`src/absolute_value_min_heap_top_assert.svh`:
```
// ----------------------------------------------------------------------------
// absolute value min heap assertion macros
// concurrent checks clocked on i_clk, with and without reset qualification
// ----------------------------------------------------------------------------
`ifndef ABSOLUTE_VALUE_MIN_HEAP_TOP_ASSERT_SVH
`define ABSOLUTE_VALUE_MIN_HEAP_TOP_ASSERT_SVH

`ifndef NO_ASSERTIONS

`define AVMH_ASSERT(label, prop) \
    label: assert property (@(posedge i_clk) disable iff (!i_rst_n) (prop)) \
        else $error("avmh check failed");

`define AVMH_ASSERT_ALWAYS(label, prop) \
    label: assert property (@(posedge i_clk) (prop)) \
        else $error("avmh check failed");

`else

`define AVMH_ASSERT(label, prop)

`define AVMH_ASSERT_ALWAYS(label, prop)

`endif

`endif

```
`src/avmh_pkg.sv`:
```
// ----------------------------------------------------------------------------
// avmh_pkg
// shared types, status codes and the ordering function of the min heap
// ----------------------------------------------------------------------------
`default_nettype none

package avmh_pkg;

    localparam int unsigned ValueW  = 32;
    localparam int unsigned StatusW = 2;

    typedef logic [ValueW-1:0]  t_value;
    typedef logic [StatusW-1:0] t_status;

    localparam t_status STATUS_POPPED = 2'd0;
    localparam t_status STATUS_EMPTY  = 2'd1;
    localparam t_status STATUS_FULL   = 2'd2;

    // command broadcast to every cell of the row
    typedef struct packed {
        logic push;
        logic pop;
    } t_cell_cmd;

    function automatic t_value magnitude(input t_value v);
        magnitude = v[ValueW-1] ? (t_value'(0) - v) : v;
    endfunction

    // true when a ranks strictly before b: smaller magnitude, then smaller signed value
    function automatic logic ranks_before(input t_value a, input t_value b);
        t_value ma;
        t_value mb;
        ma = magnitude(a);
        mb = magnitude(b);
        if (ma != mb) begin
            ranks_before = (ma < mb);
        end else begin
            ranks_before = ($signed(a) < $signed(b));
        end
    endfunction

endpackage

`default_nettype wire

```
`src/avmh_cell.sv`:
```
// ----------------------------------------------------------------------------
// avmh_cell
// one slot of the sorted row; compares the incoming item with its own entry
// ----------------------------------------------------------------------------
`default_nettype none

module avmh_cell (
    input  wire logic               i_clk,
    input  wire avmh_pkg::t_cell_cmd i_cmd,
    input  wire avmh_pkg::t_value   i_item,
    input  wire logic               i_empty,
    input  wire logic               i_prev_before,
    input  wire avmh_pkg::t_value   i_prev_value,
    input  wire avmh_pkg::t_value   i_next_value,
    output      logic               o_before,
    output      avmh_pkg::t_value   o_value
);
    import avmh_pkg::*;

    t_value r_value;
    t_value n_value;

    // an empty slot ranks after every item
    assign o_before = i_empty || ranks_before(i_item, r_value);
    assign o_value  = r_value;

    always_comb begin
        n_value = r_value;
        if (i_cmd.pop) begin
            n_value = i_next_value;
        end else if (i_cmd.push) begin
            // left neighbor shifts right when the item lands further left
            if (i_prev_before) begin
                n_value = i_prev_value;
            end else if (o_before) begin
                n_value = i_item;
            end
        end
    end

    always_ff @(posedge i_clk) begin
        r_value <= n_value;
    end

endmodule

`default_nettype wire
```
`config.mk`:
```
export PLATFORM = sky130hd
export DESIGN_NAME = avmh_cell
export DESIGN_NICKNAME = d
export VERILOG_FILES = /design/src/absolute_value_min_heap_top_assert.svh /design/src/avmh_pkg.sv /design/src/avmh_cell.sv
export SDC_FILE = /design/constraint.sdc
export NUM_CORES = 1
export LEC_CHECK = 0
export BUFFER_PORTS_ARGS = -buffer_cell sky130_fd_sc_hd__buf_2
export CAP_MARGIN = 20
export CORE_UTILIZATION = 35
export CTS_CLUSTER_DIAMETER = 60
export DETAILED_ROUTE_END_ITERATION = 7
export PLACE_DENSITY_LB_ADDON = 0.12
export SLEW_MARGIN = 20
export SYNTH_ARGS = -nofsm -noshare
export SYNTH_HDL_FRONTEND = slang
export SYNTH_SLANG_ARGS = --single-unit
```
`constraint.sdc`:
```
create_clock -name i_clk -period 5.6 [get_ports i_clk]
set_input_delay 0 -clock i_clk [delete_from_list [all_inputs] [get_ports i_clk]]
set_output_delay 0 -clock i_clk [all_outputs]
set_load 0.05 [all_outputs]
```
==> impl_metrics.ini <==
[outcome]
status = finished clean

[worst_setup_path]
r2r_start = o_value[2]
r2r_end = o_value[21]
critPathMostFrequentCell = nand4_1
arrival_ns = 4.79
slowest_stage = or4_1
critical_path_peak_fanout = 21
crit_required_ns = 5.55
r2r_slack_ns = 0.76
critPathCaptureType = register
cp_cell_sequence = inv_2 > nand4_2 > nor4_4 > nand3_1 > or3_1 > or4_1 > ha_1 > nand4_1 > nor3_1 > nand4_1 > nor4_1 > o32a_2 > buf_4
path_class = register to register
max_stage_delay_ns = 0.55
setup.worst_path.start_class = register
reg2reg_depth = 13

[clock_network]
clock_path_buffers = 2
cts_max_level = 2
cts_buffers = 5
cts_sinks = 32
cts_resized = 0
clkTransAtPathRegs_ns = 0.05
clk_latency_ns = 0.28
cts_tree = built
cts-root-buf = clkbuf_16

[min_path]
hold_end = o_value[20]
holdCritPathClass = input pin to register
whs_path_depth = 3
min-delay-start = i_next_value[20]

[global_route]
grt_pass1_vias = 4205
grt_pass1_wl_mm = 21.3
antenna_found_initial = 0
grt_overflow = 0
grt_max_degree = 67
grt_usage = 0.210

[placed_design]
dp_cells = 793
globalplace.congestion = 0.871
numPortBuffers = 133
dpl.hpwl_mm = 10.3
placed_area_um2 = 5220

[final_layout]
final_util = 0.454
n_fill_cell = 1249
largest_register_ffs = 32
finalNetCount = 813
drive_gt1_frac = 0.252
diodes = 0
area_delta_synth_final_pct = 25.8
finalNonFillerCells = 816
post-route-cell-area_um2 = 5500

[yosys]
synth_edf_count = 32
syn_area_um2 = 4370
ys_ff_latch = 32
async_reset_ff_frac = 0
synthFlopType = edfxtp_1
synthMuxAreaShare = 0.0755
syn-num-nets = 671
synth_cells = 505
synth_fa_ha_area_frac = 0.186
ys_warn_count = 0
synth_most_common_cell = ha_1
synthTopCellsByArea = edfxtp_1, ha_1, xnor2_1, mux2i_1, o21ai_0
ys_types = 51
synth_compound_area_frac = 0.185
synth-simple-area-share = 0.169
synthXorXnorAreaFrac = 0.116
yosysTopAreaCell = edfxtp_1
synth_top_area_frac = 0.220
synth_top_family_by_area = adder cells
avgSynthCellArea_um2 = 8.66
seq_area_frac_synth = 0.220
synth_commonest_cells = ha_1, xnor2_1, nand2_1, o21ai_0, inv_1

[routing]
drt_iter0_markers = 119
wl_mm = 13.2
ant_nets = 0
firstDrtPassIters = 4
avgRoutedWirePerCell_um = 16.1
vias = 4252
viasPerCell = 5.21
drc = 0

[timing]
min_period_ns = 4.84
final-hold-violation-count = 0
rsz0062_at_grt = no
final.setup_skew_ns = 0.00209
max_freq_ghz = 0.207
slew_headroom = 0.313
finalSetupTns_ns = 0
min_period_over_period = 0.864
tightest_slew_ns = 1.03
drv_slew = 0
final-setup-viol-count = 0

[floorplanning]
core_um2 = 12100
die_h_um = 114
rows = 40
die_w_um = 114
die_area_um2 = 12900
io_pins = 134
start_util = 0.361

[pwr]
power.density_nw_per_um2 = 221
p_leak_nw = 2.46
vdd_drop_max_mv = 0.0998

[job]
drv_cap = 0
[power breakdown]
group	switching (mW)	internal, mW	total [mW]
combinational	0.380	0.237	0.616
clock	0.105	0.164	0.268
sequential	0.0322	0.301	0.334
[routing by layer]
| layer | share of wire | global-route usage |
|---|---|---|
| met4 | 0.011 | 0.0442 |
| met3 | 0.035 | 0.0298 |
| met5 | 0 | 0 |
| met1 | 0.47 | 0.273 |
| met2 | 0.48 | 0.368 |
[layout by cell type, fill, tap and decap left out, types with 5 or more instances in the layout]
| master | instances |
|---|---|
| buf_2 | 133 |
| inv_1 | 34 |
| or3_1 | 7 |
| a21o_1 | 6 |
| edfxtp_1 | 32 |
| o41ai_1 | 12 |
| nor2_1 | 11 |
| o21ai_0 | 53 |
| nand4_1 | 16 |
| a21oi_1 | 21 |
| nand2_1 | 55 |
| nor3_1 | 5 |
| o31ai_1 | 14 |
| dlygate4sd3_1 | 15 |
| ha_1 | 65 |
| inv_2 | 6 |
| clkbuf_16 | 5 |
| mux2i_1 | 33 |
| nand3_1 | 9 |
| xnor2_1 | 58 |
[area by class of cell]
| type | count | area (um2) | share of cell area |
|---|---|---|---|
| clock buffers | 7 | 133 | 0.0241 |
| repair buffers | 152 | 846 | 0.154 |
| flip-flops and latches | 32 | 961 | 0.175 |
| well taps | 168 | 210 | 0.0382 |
| multi-input cells | 416 | 3200 | 0.581 |
| clock inverters | 1 | 3.75 | 0.000682 |
| inverters | 40 | 150 | 0.0273 |
[worst max-delay path, delay by kind of cell (launching register included)]
family,cells,cell delay [ns]
flops,1,0.47
fa+ha+maj,1,0.32
compound gates,1,0.43
simple gates,9,2.78
buf+inv,2,0.51
[per-stage QoR]
step | setup WS [ns] | hold slack (ns) | power [mW]
after floorplan | 0.886 | 0.187 | 0.764
after global placement | 0.998 | 0.281 | 0.937
after detailed placement | 0.740 | 0.280 | 0.946
after CTS | 0.681 | 0.000206 | 1.23
after global routing | 0.381 | 0.0216 | 1.31
final | 0.764 | 0.00321 | 1.22
[kinds of logic after synthesis]
logic type,Yosys count
XOR/XNOR,58
AO/OA/AOI/OAI,127
flip-flops,32
multiplexers,33
AND/OR/NAND/NOR,133
adder cells (fa/ha/maj),65
buffers and inverters,57
[how the worst max path moves through the flow]
stage | endpoint | cells past startpoint | from | slack (ns)
after CTS | o_value[24] | 13 | o_value[2] | 0.68
after detailed placement | o_value[30] | 13 | o_value[2] | 0.74
after global routing | o_value[30] | 13 | o_value[2] | 0.38
after global placement | o_value[31] | 15 | o_value[2] | 1.0
after floorplan | o_value[0] | 12 | o_value[2] | 0.89
final | o_value[21] | 13 | o_value[2] | 0.76
[timing repair]
item	4_1_cts	5_1_grt
hold buffers	15	0
buffers inserted	0	0
endpoints found under the hold margin	15	0
No activity file was read; power rests on OpenSTA's default activity.
